$ cat src/design/rar_pkg.sv
package rar_pkg;

	// width of every numerator and denominator field on the ports
	localparam int DATA_BITS = 32;
	localparam int CMD_BITS  = 3;

	// command codes
	localparam logic [CMD_BITS-1:0] CMD_ADD    = 3'd0;
	localparam logic [CMD_BITS-1:0] CMD_SUB    = 3'd1;
	localparam logic [CMD_BITS-1:0] CMD_MUL    = 3'd2;
	localparam logic [CMD_BITS-1:0] CMD_DIV    = 3'd3;
	localparam logic [CMD_BITS-1:0] CMD_REDUCE = 3'd4;

	// operand pair for the shared multiplier
	typedef enum logic [2:0] {
		MUL_AN_BD,
		MUL_BN_AD,
		MUL_AD_BD,
		MUL_AN_BN,
		MUL_AD_BN
	} mul_sel_t;

	// numerator register update
	typedef enum logic [2:0] {
		N_HOLD,
		N_LOAD,
		N_ADD,
		N_SUB,
		N_SPECIAL,
		N_QUOT
	} n_op_t;

	// denominator register update
	typedef enum logic [1:0] {
		D_HOLD,
		D_LOAD,
		D_SPECIAL,
		D_QUOT
	} d_op_t;

	// controller to datapath
	typedef struct packed {
		logic     load_in;
		mul_sel_t mul_sel;
		n_op_t    n_op;
		d_op_t    d_op;
		logic     gcd_init;
		logic     gcd_step;
		logic     div_init;
		logic     div_step;
		logic     out_load;
	} dp_cmd_t;

	// datapath to controller
	typedef struct packed {
		logic [CMD_BITS-1:0] cmd;
		logic                a_num_zero;
		logic                a_den_zero;
		logic                gcd_done;
		logic                div_last;
	} dp_stat_t;

endpackage

$ cat src/design/rar_if.sv
// input channel: command and two fractions
interface rar_in_if;
	logic                                   valid;
	logic                                   ready;
	logic        [rar_pkg::CMD_BITS-1:0]    command;
	logic signed [rar_pkg::DATA_BITS-1:0]   a_num;
	logic signed [rar_pkg::DATA_BITS-1:0]   a_den;
	logic signed [rar_pkg::DATA_BITS-1:0]   b_num;
	logic signed [rar_pkg::DATA_BITS-1:0]   b_den;

	modport source (output valid, command, a_num, a_den, b_num, b_den, input ready);
	modport sink (input valid, command, a_num, a_den, b_num, b_den, output ready);
endinterface

// output channel: result fraction and flags
interface rar_out_if;
	logic                                   valid;
	logic                                   ready;
	logic signed [rar_pkg::DATA_BITS-1:0]   res_num;
	logic signed [rar_pkg::DATA_BITS-1:0]   res_den;
	logic                                   overflow;
	logic                                   zero_den;

	modport source (output valid, res_num, res_den, overflow, zero_den, input ready);
	modport sink (input valid, res_num, res_den, overflow, zero_den, output ready);
endinterface

$ cat src/design/rar_datapath.sv
module rar_datapath #(
	parameter int WORD_BITS = 32
) (
	input  logic                                 clk,
	input  logic                                 arst_n,
	input  rar_pkg::dp_cmd_t                     ctl,
	output rar_pkg::dp_stat_t                    stat,
	input  logic        [rar_pkg::CMD_BITS-1:0]  in_command,
	input  logic signed [rar_pkg::DATA_BITS-1:0] in_a_num,
	input  logic signed [rar_pkg::DATA_BITS-1:0] in_a_den,
	input  logic signed [rar_pkg::DATA_BITS-1:0] in_b_num,
	input  logic signed [rar_pkg::DATA_BITS-1:0] in_b_den,
	output logic signed [rar_pkg::DATA_BITS-1:0] res_num,
	output logic signed [rar_pkg::DATA_BITS-1:0] res_den,
	output logic                                 overflow,
	output logic                                 zero_den
);

	localparam int W        = WORD_BITS;
	localparam int CNT_BITS = $clog2(WORD_BITS);

	// captured operands
	logic        [rar_pkg::CMD_BITS-1:0] cmd_q;
	logic signed [W-1:0]                 an_q, ad_q, bn_q, bd_q;

	// products and exact result
	logic signed [W-1:0]   mul_x, mul_y;
	logic signed [2*W-1:0] prod_q;
	logic signed [2*W:0]   n_q;
	logic signed [2*W-1:0] d_q;

	// gcd and divider registers
	logic [W-1:0]          u_q, v_q;
	logic [W-1:0]          nm_q, dm_q;
	logic [W-1:0]          rn_q, rd_q;
	logic [CNT_BITS-1:0]   cnt_q;

	// output word
	logic signed [rar_pkg::DATA_BITS-1:0] res_num_q, res_den_q;
	logic                                 overflow_q, zero_den_q;

	logic [W-1:0]          an_mag, ad_mag;
	logic                  an_zero, ad_zero;
	logic [W:0]            sub_uv;
	logic [W-1:0]          sub_vu;
	logic [W:0]            trial_n, trial_d, diff_n, diff_d;
	logic                  take_n, take_d;
	logic signed [2*W:0]   n_spec, n_quot;
	logic signed [2*W-1:0] d_spec, d_quot;
	logic                  special_den;
	logic [W+1:0]          n_top;
	logic [W:0]            d_top;
	logic signed [W-1:0]   num_w, den_w;

	// operand capture
	always_ff @(posedge clk) begin
		if (ctl.load_in) begin
			cmd_q <= in_command;
			an_q  <= in_a_num[W-1:0];
			ad_q  <= in_a_den[W-1:0];
			bn_q  <= in_b_num[W-1:0];
			bd_q  <= in_b_den[W-1:0];
		end
	end

	// shared multiplier operand select
	always_comb begin
		unique case (ctl.mul_sel)
			rar_pkg::MUL_AN_BD: begin mul_x = an_q; mul_y = bd_q; end
			rar_pkg::MUL_BN_AD: begin mul_x = bn_q; mul_y = ad_q; end
			rar_pkg::MUL_AD_BD: begin mul_x = ad_q; mul_y = bd_q; end
			rar_pkg::MUL_AN_BN: begin mul_x = an_q; mul_y = bn_q; end
			rar_pkg::MUL_AD_BN: begin mul_x = ad_q; mul_y = bn_q; end
			default:            begin mul_x = an_q; mul_y = bd_q; end
		endcase
	end

	always_ff @(posedge clk) begin
		prod_q <= mul_x * mul_y;
	end

	// magnitudes and zero checks of a
	assign an_mag  = an_q[W-1] ? W'(-an_q) : W'(an_q);
	assign ad_mag  = ad_q[W-1] ? W'(-ad_q) : W'(ad_q);
	assign an_zero = (an_q == '0);
	assign ad_zero = (ad_q == '0);

	// binary gcd subtractors
	assign sub_uv = {1'b0, u_q} - {1'b0, v_q};
	assign sub_vu = v_q - u_q;

	// restoring divider, numerator and denominator lanes
	assign trial_n = {rn_q, nm_q[W-1]};
	assign trial_d = {rd_q, dm_q[W-1]};
	assign diff_n  = trial_n - {1'b0, u_q};
	assign diff_d  = trial_d - {1'b0, u_q};
	assign take_n  = !diff_n[W];
	assign take_d  = !diff_d[W];

	// gcd search followed by division by its odd part
	always_ff @(posedge clk) begin
		if (ctl.gcd_init) begin
			u_q  <= an_mag;
			v_q  <= ad_mag;
			nm_q <= an_mag;
			dm_q <= ad_mag;
		end else if (ctl.gcd_step) begin
			priority if (!u_q[0] && !v_q[0]) begin
				// common factor two comes out of every value
				u_q  <= u_q >> 1;
				v_q  <= v_q >> 1;
				nm_q <= nm_q >> 1;
				dm_q <= dm_q >> 1;
			end else if (!u_q[0]) begin
				u_q <= u_q >> 1;
			end else if (!v_q[0]) begin
				v_q <= v_q >> 1;
			end else if (!sub_uv[W]) begin
				u_q <= sub_uv[W:1];
			end else begin
				v_q <= sub_vu >> 1;
			end
		end else if (ctl.div_init) begin
			rn_q <= '0;
			rd_q <= '0;
		end else if (ctl.div_step) begin
			rn_q <= take_n ? diff_n[W-1:0] : trial_n[W-1:0];
			rd_q <= take_d ? diff_d[W-1:0] : trial_d[W-1:0];
			nm_q <= {nm_q[W-2:0], take_n};
			dm_q <= {dm_q[W-2:0], take_d};
		end
	end

	// divider step count
	always_ff @(posedge clk or negedge arst_n) begin
		if (!arst_n) begin
			cnt_q <= '0;
		end else if (ctl.div_init) begin
			cnt_q <= '0;
		end else if (ctl.div_step) begin
			cnt_q <= cnt_q + 1'b1;
		end
	end

	// special results: zero numerator, zero denominator, unused codes
	assign special_den = (cmd_q == rar_pkg::CMD_REDUCE) && ad_zero;
	always_comb begin
		if (special_den && !an_zero) begin
			n_spec = an_q[W-1] ? -(2*W+1)'(1) : (2*W+1)'(1);
		end else begin
			n_spec = '0;
		end
	end
	assign d_spec = special_den ? '0 : (2*W)'(1);

	// reduced result from the quotients
	assign n_quot = (an_q[W-1] ^ ad_q[W-1]) ? -$signed({{(W+1){1'b0}}, nm_q})
	                                        : $signed({{(W+1){1'b0}}, nm_q});
	assign d_quot = $signed({{W{1'b0}}, dm_q});

	// exact numerator and denominator
	always_ff @(posedge clk) begin
		unique case (ctl.n_op)
			rar_pkg::N_HOLD:    n_q <= n_q;
			rar_pkg::N_LOAD:    n_q <= (2*W+1)'(prod_q);
			rar_pkg::N_ADD:     n_q <= n_q + (2*W+1)'(prod_q);
			rar_pkg::N_SUB:     n_q <= n_q - (2*W+1)'(prod_q);
			rar_pkg::N_SPECIAL: n_q <= n_spec;
			rar_pkg::N_QUOT:    n_q <= n_quot;
			default:            n_q <= n_q;
		endcase
		unique case (ctl.d_op)
			rar_pkg::D_HOLD:    d_q <= d_q;
			rar_pkg::D_LOAD:    d_q <= prod_q;
			rar_pkg::D_SPECIAL: d_q <= d_spec;
			rar_pkg::D_QUOT:    d_q <= d_quot;
			default:            d_q <= d_q;
		endcase
	end

	// wrap and range checks
	assign n_top = n_q[2*W:W-1];
	assign d_top = d_q[2*W-1:W-1];
	assign num_w = n_q[W-1:0];
	assign den_w = d_q[W-1:0];

	// output word register
	always_ff @(posedge clk) begin
		if (ctl.out_load) begin
			res_num_q  <= rar_pkg::DATA_BITS'(num_w);
			res_den_q  <= rar_pkg::DATA_BITS'(den_w);
			overflow_q <= !((&n_top) || !(|n_top)) || !((&d_top) || !(|d_top));
			zero_den_q <= (den_w == '0);
		end
	end

	assign res_num  = res_num_q;
	assign res_den  = res_den_q;
	assign overflow = overflow_q;
	assign zero_den = zero_den_q;

	// status back to the controller
	assign stat.cmd        = cmd_q;
	assign stat.a_num_zero = an_zero;
	assign stat.a_den_zero = ad_zero;
	assign stat.gcd_done   = (u_q == v_q);
	assign stat.div_last   = (cnt_q == CNT_BITS'(W - 1));

endmodule

$ cat src/design/rar_ctrl.sv
module rar_ctrl (
	input  logic               clk,
	input  logic               arst_n,
	input  logic               in_valid,
	output logic               in_ready,
	output logic               out_valid,
	input  logic               out_ready,
	input  rar_pkg::dp_stat_t  stat,
	output rar_pkg::dp_cmd_t   ctl
);

	typedef enum logic [10:0] {
		ST_IDLE   = 11'b000_0000_0001,
		ST_DECODE = 11'b000_0000_0010,
		ST_M0     = 11'b000_0000_0100,
		ST_M1     = 11'b000_0000_1000,
		ST_M2     = 11'b000_0001_0000,
		ST_M3     = 11'b000_0010_0000,
		ST_SPEC   = 11'b000_0100_0000,
		ST_GCD    = 11'b000_1000_0000,
		ST_DIV    = 11'b001_0000_0000,
		ST_QUOT   = 11'b010_0000_0000,
		ST_FIN    = 11'b100_0000_0000
	} state_t;

	state_t state_q, state_d;
	logic   out_valid_q;
	logic   in_fire;
	logic   is_addsub, is_arith;

	assign in_ready  = (state_q == ST_IDLE);
	assign in_fire   = in_valid && in_ready;
	assign out_valid = out_valid_q;
	assign is_addsub = (stat.cmd == rar_pkg::CMD_ADD) || (stat.cmd == rar_pkg::CMD_SUB);
	assign is_arith  = is_addsub || (stat.cmd == rar_pkg::CMD_MUL) ||
	                   (stat.cmd == rar_pkg::CMD_DIV);

	// sequencing and datapath commands
	always_comb begin
		state_d      = state_q;
		ctl          = '0;
		ctl.mul_sel  = rar_pkg::MUL_AN_BD;
		ctl.n_op     = rar_pkg::N_HOLD;
		ctl.d_op     = rar_pkg::D_HOLD;
		ctl.load_in  = in_fire;
		unique case (state_q)
			ST_IDLE: begin
				if (in_fire) begin
					state_d = ST_DECODE;
				end
			end
			ST_DECODE: begin
				if (is_arith) begin
					state_d = ST_M0;
				end else if ((stat.cmd == rar_pkg::CMD_REDUCE) && !stat.a_num_zero &&
				             !stat.a_den_zero) begin
					ctl.gcd_init = 1'b1;
					state_d      = ST_GCD;
				end else begin
					state_d = ST_SPEC;
				end
			end
			ST_M0: begin
				ctl.mul_sel = (stat.cmd == rar_pkg::CMD_MUL) ? rar_pkg::MUL_AN_BN
				                                             : rar_pkg::MUL_AN_BD;
				state_d     = ST_M1;
			end
			ST_M1: begin
				if (is_addsub) begin
					ctl.mul_sel = rar_pkg::MUL_BN_AD;
					state_d     = ST_M2;
				end else begin
					ctl.mul_sel = (stat.cmd == rar_pkg::CMD_MUL) ? rar_pkg::MUL_AD_BD
					                                             : rar_pkg::MUL_AD_BN;
					state_d     = ST_M3;
				end
				ctl.n_op = rar_pkg::N_LOAD;
			end
			ST_M2: begin
				ctl.mul_sel = rar_pkg::MUL_AD_BD;
				ctl.n_op    = (stat.cmd == rar_pkg::CMD_SUB) ? rar_pkg::N_SUB : rar_pkg::N_ADD;
				state_d     = ST_M3;
			end
			ST_M3: begin
				ctl.d_op = rar_pkg::D_LOAD;
				state_d  = ST_FIN;
			end
			ST_SPEC: begin
				ctl.n_op = rar_pkg::N_SPECIAL;
				ctl.d_op = rar_pkg::D_SPECIAL;
				state_d  = ST_FIN;
			end
			ST_GCD: begin
				if (stat.gcd_done) begin
					ctl.div_init = 1'b1;
					state_d      = ST_DIV;
				end else begin
					ctl.gcd_step = 1'b1;
				end
			end
			ST_DIV: begin
				ctl.div_step = 1'b1;
				if (stat.div_last) begin
					state_d = ST_QUOT;
				end
			end
			ST_QUOT: begin
				ctl.n_op = rar_pkg::N_QUOT;
				ctl.d_op = rar_pkg::D_QUOT;
				state_d  = ST_FIN;
			end
			ST_FIN: begin
				if (!out_valid_q || out_ready) begin
					ctl.out_load = 1'b1;
					state_d      = ST_IDLE;
				end
			end
			default: begin
				state_d = ST_IDLE;
			end
		endcase
	end

	// state and output valid
	always_ff @(posedge clk or negedge arst_n) begin
		if (!arst_n) begin
			state_q     <= ST_IDLE;
			out_valid_q <= 1'b0;
		end else begin
			state_q <= state_d;
			if (ctl.out_load) begin
				out_valid_q <= 1'b1;
			end else if (out_ready) begin
				out_valid_q <= 1'b0;
			end
		end
	end

`ifndef SYNTH
	// a waiting word is never overwritten
	a_no_overwrite: assert property (@(posedge clk) disable iff (!arst_n)
		ctl.out_load |-> (!out_valid_q || out_ready))
		else $error("output word overwritten");

	// an accepted word is decoded next
	a_accept_decode: assert property (@(posedge clk) disable iff (!arst_n)
		in_fire |=> (state_q == ST_DECODE))
		else $error("accepted word not decoded");

	// no gcd step once both values agree
	a_gcd_stop: assert property (@(posedge clk) disable iff (!arst_n)
		ctl.gcd_step |-> !stat.gcd_done)
		else $error("gcd stepped past its end");

	// last divider step hands over to the quotient load
	a_div_end: assert property (@(posedge clk) disable iff (!arst_n)
		(state_q == ST_DIV && stat.div_last) |=> (state_q == ST_QUOT))
		else $error("divider did not finish");
`endif

endmodule

$ cat src/design/rational_arith_reduce_unit.sv
// channel  | role   | handshake     | word
// in_ch    | sink   | valid / ready | command, a_num, a_den, b_num, b_den
// out_ch   | source | valid / ready | res_num, res_den, overflow, zero_den
//
// one word at a time; add and subtract form three products on the shared multiplier,
// multiply and divide form two (a reduce with a zero field or an unused code uses none)
// reduce runs a binary gcd search of at most 2*WORD_BITS steps, then WORD_BITS
// steps of the two-lane restoring divider
// the next word is accepted while a finished result waits on out_ch
// arst_n clears the controller and the output valid; no clearing pass
module rational_arith_reduce_unit #(
	parameter int WORD_BITS = 32
) (
	input logic       clk,
	input logic       arst_n,
	rar_in_if.sink    in_ch,
	rar_out_if.source out_ch
);

	rar_pkg::dp_cmd_t  ctl;
	rar_pkg::dp_stat_t stat;

	// sequencer
	rar_ctrl u_ctrl (
		.clk       (clk),
		.arst_n    (arst_n),
		.in_valid  (in_ch.valid),
		.in_ready  (in_ch.ready),
		.out_valid (out_ch.valid),
		.out_ready (out_ch.ready),
		.stat      (stat),
		.ctl       (ctl)
	);

	// arithmetic and gcd datapath
	rar_datapath #(
		.WORD_BITS (WORD_BITS)
	) u_datapath (
		.clk        (clk),
		.arst_n     (arst_n),
		.ctl        (ctl),
		.stat       (stat),
		.in_command (in_ch.command),
		.in_a_num   (in_ch.a_num),
		.in_a_den   (in_ch.a_den),
		.in_b_num   (in_ch.b_num),
		.in_b_den   (in_ch.b_den),
		.res_num    (out_ch.res_num),
		.res_den    (out_ch.res_den),
		.overflow   (out_ch.overflow),
		.zero_den   (out_ch.zero_den)
	);

endmodule

$ cat src/flat_wrapper.sv
// flat-port wrapper written by rule: the top's interface ports become plain ports
module rational_arith_reduce_unit_flat 
#(
	parameter int WORD_BITS = 32
)
  (clk, arst_n, in_ch_valid, in_ch_command, in_ch_a_num, in_ch_a_den, in_ch_b_num, in_ch_b_den, in_ch_ready, out_ch_valid, out_ch_res_num, out_ch_res_den, out_ch_overflow, out_ch_zero_den, out_ch_ready);
  rar_in_if in_ch_i ();
  rar_out_if out_ch_i ();
  input logic clk;
  input logic arst_n;
  input wire logic [$bits(in_ch_i.valid)-1:0] in_ch_valid;
  input wire logic [$bits(in_ch_i.command)-1:0] in_ch_command;
  input wire logic [$bits(in_ch_i.a_num)-1:0] in_ch_a_num;
  input wire logic [$bits(in_ch_i.a_den)-1:0] in_ch_a_den;
  input wire logic [$bits(in_ch_i.b_num)-1:0] in_ch_b_num;
  input wire logic [$bits(in_ch_i.b_den)-1:0] in_ch_b_den;
  output wire logic [$bits(in_ch_i.ready)-1:0] in_ch_ready;
  output wire logic [$bits(out_ch_i.valid)-1:0] out_ch_valid;
  output wire logic [$bits(out_ch_i.res_num)-1:0] out_ch_res_num;
  output wire logic [$bits(out_ch_i.res_den)-1:0] out_ch_res_den;
  output wire logic [$bits(out_ch_i.overflow)-1:0] out_ch_overflow;
  output wire logic [$bits(out_ch_i.zero_den)-1:0] out_ch_zero_den;
  input wire logic [$bits(out_ch_i.ready)-1:0] out_ch_ready;
  assign in_ch_i.valid = in_ch_valid;
  assign in_ch_i.command = in_ch_command;
  assign in_ch_i.a_num = in_ch_a_num;
  assign in_ch_i.a_den = in_ch_a_den;
  assign in_ch_i.b_num = in_ch_b_num;
  assign in_ch_i.b_den = in_ch_b_den;
  assign in_ch_ready = in_ch_i.ready;
  assign out_ch_valid = out_ch_i.valid;
  assign out_ch_res_num = out_ch_i.res_num;
  assign out_ch_res_den = out_ch_i.res_den;
  assign out_ch_overflow = out_ch_i.overflow;
  assign out_ch_zero_den = out_ch_i.zero_den;
  assign out_ch_i.ready = out_ch_ready;
  rational_arith_reduce_unit #(.WORD_BITS(WORD_BITS)) u_core (.clk(clk), .arst_n(arst_n), .in_ch(in_ch_i), .out_ch(out_ch_i));
endmodule
$ cat config.mk
export PLATFORM = sky130hd
export DESIGN_NAME = rational_arith_reduce_unit_flat
export DESIGN_NICKNAME = d
export VERILOG_FILES = /design/src/design/rar_pkg.sv /design/src/design/rar_if.sv /design/src/design/rar_datapath.sv /design/src/design/rar_ctrl.sv /design/src/design/rational_arith_reduce_unit.sv /design/src/flat_wrapper.sv
export SDC_FILE = /design/constraint.sdc
export NUM_CORES = 2
export LEC_CHECK = 0
export ABC_AREA = 1
export BUFFER_PORTS_ARGS = -buffer_cell sky130_fd_sc_hd__buf_4
export CORE_UTILIZATION = 55
export CTS_CLUSTER_DIAMETER = 100
export DETAILED_ROUTE_END_ITERATION = 7
export GPL_TIMING_DRIVEN = 0
export MAX_ROUTING_LAYER = met4
export PLACE_DENSITY_LB_ADDON = 0.2
export SYNTH_ARGS = -nofsm -noshare
export SYNTH_HDL_FRONTEND = slang
export SYNTH_SLANG_ARGS = --single-unit
$ cat constraint.sdc
create_clock -name clk -period 10.4 [get_ports clk]
set_clock_uncertainty 0.2 [all_clocks]
set_input_delay 3.12 -clock clk [delete_from_list [all_inputs] [get_ports clk]]
set_output_delay 3.12 -clock clk [all_outputs]
set_load 0.01 [all_outputs]
==> flow_metrics.tcl <==
set metrics [dict create \
    syn-num-nets 11600 \
    dr_wl_met3_um 46300 \
    synth-simple-area-share_pct 22.5 \
    start_util_pct 55.6 \
    clock_latency_ps 690 \
    whs_ps 246 \
    reg_top3 "u_core.u_datapath.n_q x65, u_core.u_datapath.d_q x64, u_core.u_datapath.prod_q x64" \
    synth_seq_cells 599 \
    synth_top_family_by_area "adder cells" \
    synth_area_sq_um 78900 \
    drv_cap 1 \
    area_growth_pct 8.66 \
    synth.avg_cell_area_sq_um 7.89 \
    worstSetupStartpointType "flop" \
    die-width_um 381 \
    critical_path_required_ps 10770 \
    cts_root_buffer "clkbuf_16" \
    cpPeakStageDelay_ps 810 \
    path_class "flop to flop" \
    gp_congestion 1.15 \
    synth_edf_count 518 \
    grt_pass1_vias 73900 \
    die_area_sq_um 145000 \
    synth_cells 10000 \
    vias_per_cell 6.08 \
    yosysWarningCount 0 \
    drt_drc_violations_left 4 \
    outcome "finished, violations left" \
    dr_wl_met2_um 148000 \
    clkTransAtPathRegs_ps 80 \
    tightest_slew_ps 1530 \
    wl_per_cell_um 28.5 \
    fmax_ghz 0.0971 \
    cp.arrival_ps 10670 \
    grt_overflow 0 \
    critPathCaptureType "flop" \
    regMostFlops "u_core.u_datapath.n_q" \
    ios 203 \
    antenna_found_initial 26 \
    async_flop_share_pct 2.84 \
    cts_max_level 2 \
    fin_crit_sh_pct 99.0 \
    synth_xor_area_share_pct 2.60 \
    synth_fa_ha_area_share_pct 33.6 \
    largest_reg_flops 65 \
    grt_start_max_net_pins 66 \
    final.min_clock_period_ps 10300 \
    clock_path_buffers 3 \
    critical_path.max_fanout 10 \
    setup_violations 0 \
    clock-sinks 599 \
    hpwlAfterDp_um 288000 \
    rows 138 \
    grt_use_total_pct 49.7 \
    ant_nets 0 \
    wl_met1_um 120000 \
    ys_seq_area_share_pct 21.9 \
    netlist-cell-type-count 60 \
    synth_mux_area_share_pct 0 \
    core_sq_um 142000 \
    vias 74700 \
    slew-limit-headroom_pct -2.03 \
    violations "DRC, capacitance limit, slew limit" \
    slowest_stage "a21oi_4" \
    fillCellCount 13000 \
    drive_above_1_share_pct 7.27 \
    drtIter0Drc 9874 \
    cts_tree "yes" \
    hold_path_class "flop to flop" \
    nets 11900 \
    maxSlewViolCount 11 \
    cts_buffers 61 \
    die_h_um 381 \
    wirelength_um 350000 \
    dr.pass1.iters 8 \
    port_buffers 202 \
    dr.max_layer_used "met4" \
    hold_viol_final 0 \
    synth_top_flop_cell "edfxtp_1" \
    grt_pass1_wl_um 500000 \
    synth_compound_area_share_pct 8.25 \
]
synth_stat cells, types with 64 or more instances:
| cell type | count | area share, % |
|---|---|---|
| nand4_1 | 119 | 0.94 |
| fa_1 | 1087 | 28 |
| edfxtp_1 | 518 | 20 |
| xor2_1 | 208 | 2.3 |
| nand2_1 | 2225 | 11 |
| buf_2 | 164 | 1.0 |
| o21ai_0 | 432 | 2.7 |
| ha_1 | 383 | 6.1 |
| a21oi_1 | 375 | 2.4 |
| inv_1 | 1864 | 8.9 |
| nor2_1 | 1310 | 6.2 |
| nand3_1 | 429 | 2.7 |
| dfxtp_1 | 64 | 1.6 |
| clkbuf_1 | 88 | 0.42 |
per-stage QoR:
stage	instance area, sq um	std cells	TNS (ps)	utilization, %	worst slack, ps
floorplan	78900	10000	0	-	1410
global placement	82800	12100	-81270	58.4	-661
detailed placement	83200	12100	-815	58.6	-191
CTS	85400	12200	0	60.2	3.69
global route	85800	12300	-9.10	60.4	-9.10
finish	85800	12300	0	60.4	99.6
layout make-up:
| type | count | area [sq um] | share of cell area [%] |
|---|---|---|---|
| clock buffers | 71 | 1650 | 1.92 |
| multi-input cells | 7167 | 53000 | 61.8 |
| clock inverters | 44 | 512 | 0.597 |
| repair buffers | 242 | 2040 | 2.38 |
| diodes | 30 | 75.1 | 0.0875 |
| flip-flops and latches | 599 | 17300 | 20.1 |
| inverters | 1926 | 7250 | 8.45 |
| well taps | 1890 | 2360 | 2.76 |
| plain buffers | 307 | 1580 | 1.84 |
worst paths after layout:
path,from,slack [ps],cells past startpoint,endpoint
worst max-delay path,u_core.u_datapath.cmd_q[0]$_DFFE_PP_,100,35,u_core.u_datapath.prod_q[62]$_DFF_P_
worst min-delay path,u_core.u_datapath.d_q[7]$_DFFE_PP_,250,0,u_core.u_datapath.res_den[7]$_DFFE_PP_
worst max register to register,u_core.u_datapath.cmd_q[0]$_DFFE_PP_,100,35,u_core.u_datapath.prod_q[62]$_DFF_P_
worst min register to register,u_core.u_datapath.d_q[7]$_DFFE_PP_,250,0,u_core.u_datapath.res_den[7]$_DFFE_PP_
max in group asynchronous,arst_n,7640,1,u_core.u_ctrl.state_q[0]$_DFFE_PN1P_
min in group asynchronous,arst_n,2090,1,u_core.u_ctrl.out_valid$_DFFE_PN0P_
cell families after synthesis:
group / after synthesis
adder cells (fa/ha/maj): 1470
AO/OA/AOI/OAI: 1135
buffers and inverters: 2234
XOR/XNOR: 234
flip-flops: 599
AND/OR/NAND/NOR: 4328
timing repair:
| item | in CTS | in global routing |
|---|---|---|
| hold buffers | 0 | 0 |
| setup endpoints to repair | 11 | 39 |
| buffers inserted | 0 | 23 |
| gates resized for setup | 1 | 49 |
| hold endpoints to repair | 0 | 0 |
| pin swaps | 0 | 3 |
cell usage in the layout, fill, tap and decap left out, types with 12 or more instances in the layout:
| cell type | instances |
|---|---|
| diode_2 | 30 |
| o2111ai_1 | 22 |
| inv_1 | 1858 |
| clkbuf_16 | 63 |
| clkbuf_1 | 90 |
| a21boi_0 | 15 |
| nand2_1 | 2224 |
| clkinvlp_4 | 12 |
| buf_4 | 261 |
| a21o_1 | 19 |
| xnor2_1 | 26 |
| or2_2 | 45 |
| nor2_4 | 12 |
| o21ai_1 | 34 |
| nand4_1 | 119 |
| nand3_1 | 429 |
| a22oi_1 | 46 |
| a31oi_1 | 14 |
| nor4_1 | 49 |
| edfxtp_1 | 518 |
| and2_1 | 21 |
| a21oi_1 | 372 |
| fa_1 | 1080 |
| o211ai_1 | 31 |
| inv_2 | 59 |
| xor2_1 | 208 |
| dfxtp_1 | 64 |
| nand3b_1 | 32 |
| nor3_1 | 57 |
| o21a_1 | 31 |
| dfrtp_1 | 16 |
| o21ai_0 | 430 |
| buf_2 | 152 |
| o22ai_1 | 38 |
| o21bai_1 | 36 |
| ha_1 | 383 |
| a21oi_4 | 13 |
| nor2_1 | 1307 |
| buf_1 | 12 |
worst max-delay path: cells and delay by family, from the launching register on:
| family | cells | cell delay (ps) |
|---|---|---|
| adder cells (fa/ha/maj) | 9 | 4730 |
| AND/OR/NAND/NOR | 12 | 1960 |
| buffers and inverters | 11 | 1580 |
| AO/OA/AOI/OAI | 3 | 1220 |
| flip-flops | 1 | 470 |
layer usage:
metal  vias to the layer above  global-route usage (%)
met3                      1630                    15.6
met4                         0                    38.4
met5                         -                       -
met2                      5343                    71.8
met1                     35900                    57.5
li1                      31800                       -
Power is not shown: default switching activity piles up to over one toggle a cycle in this logic, so the estimate is an artifact.
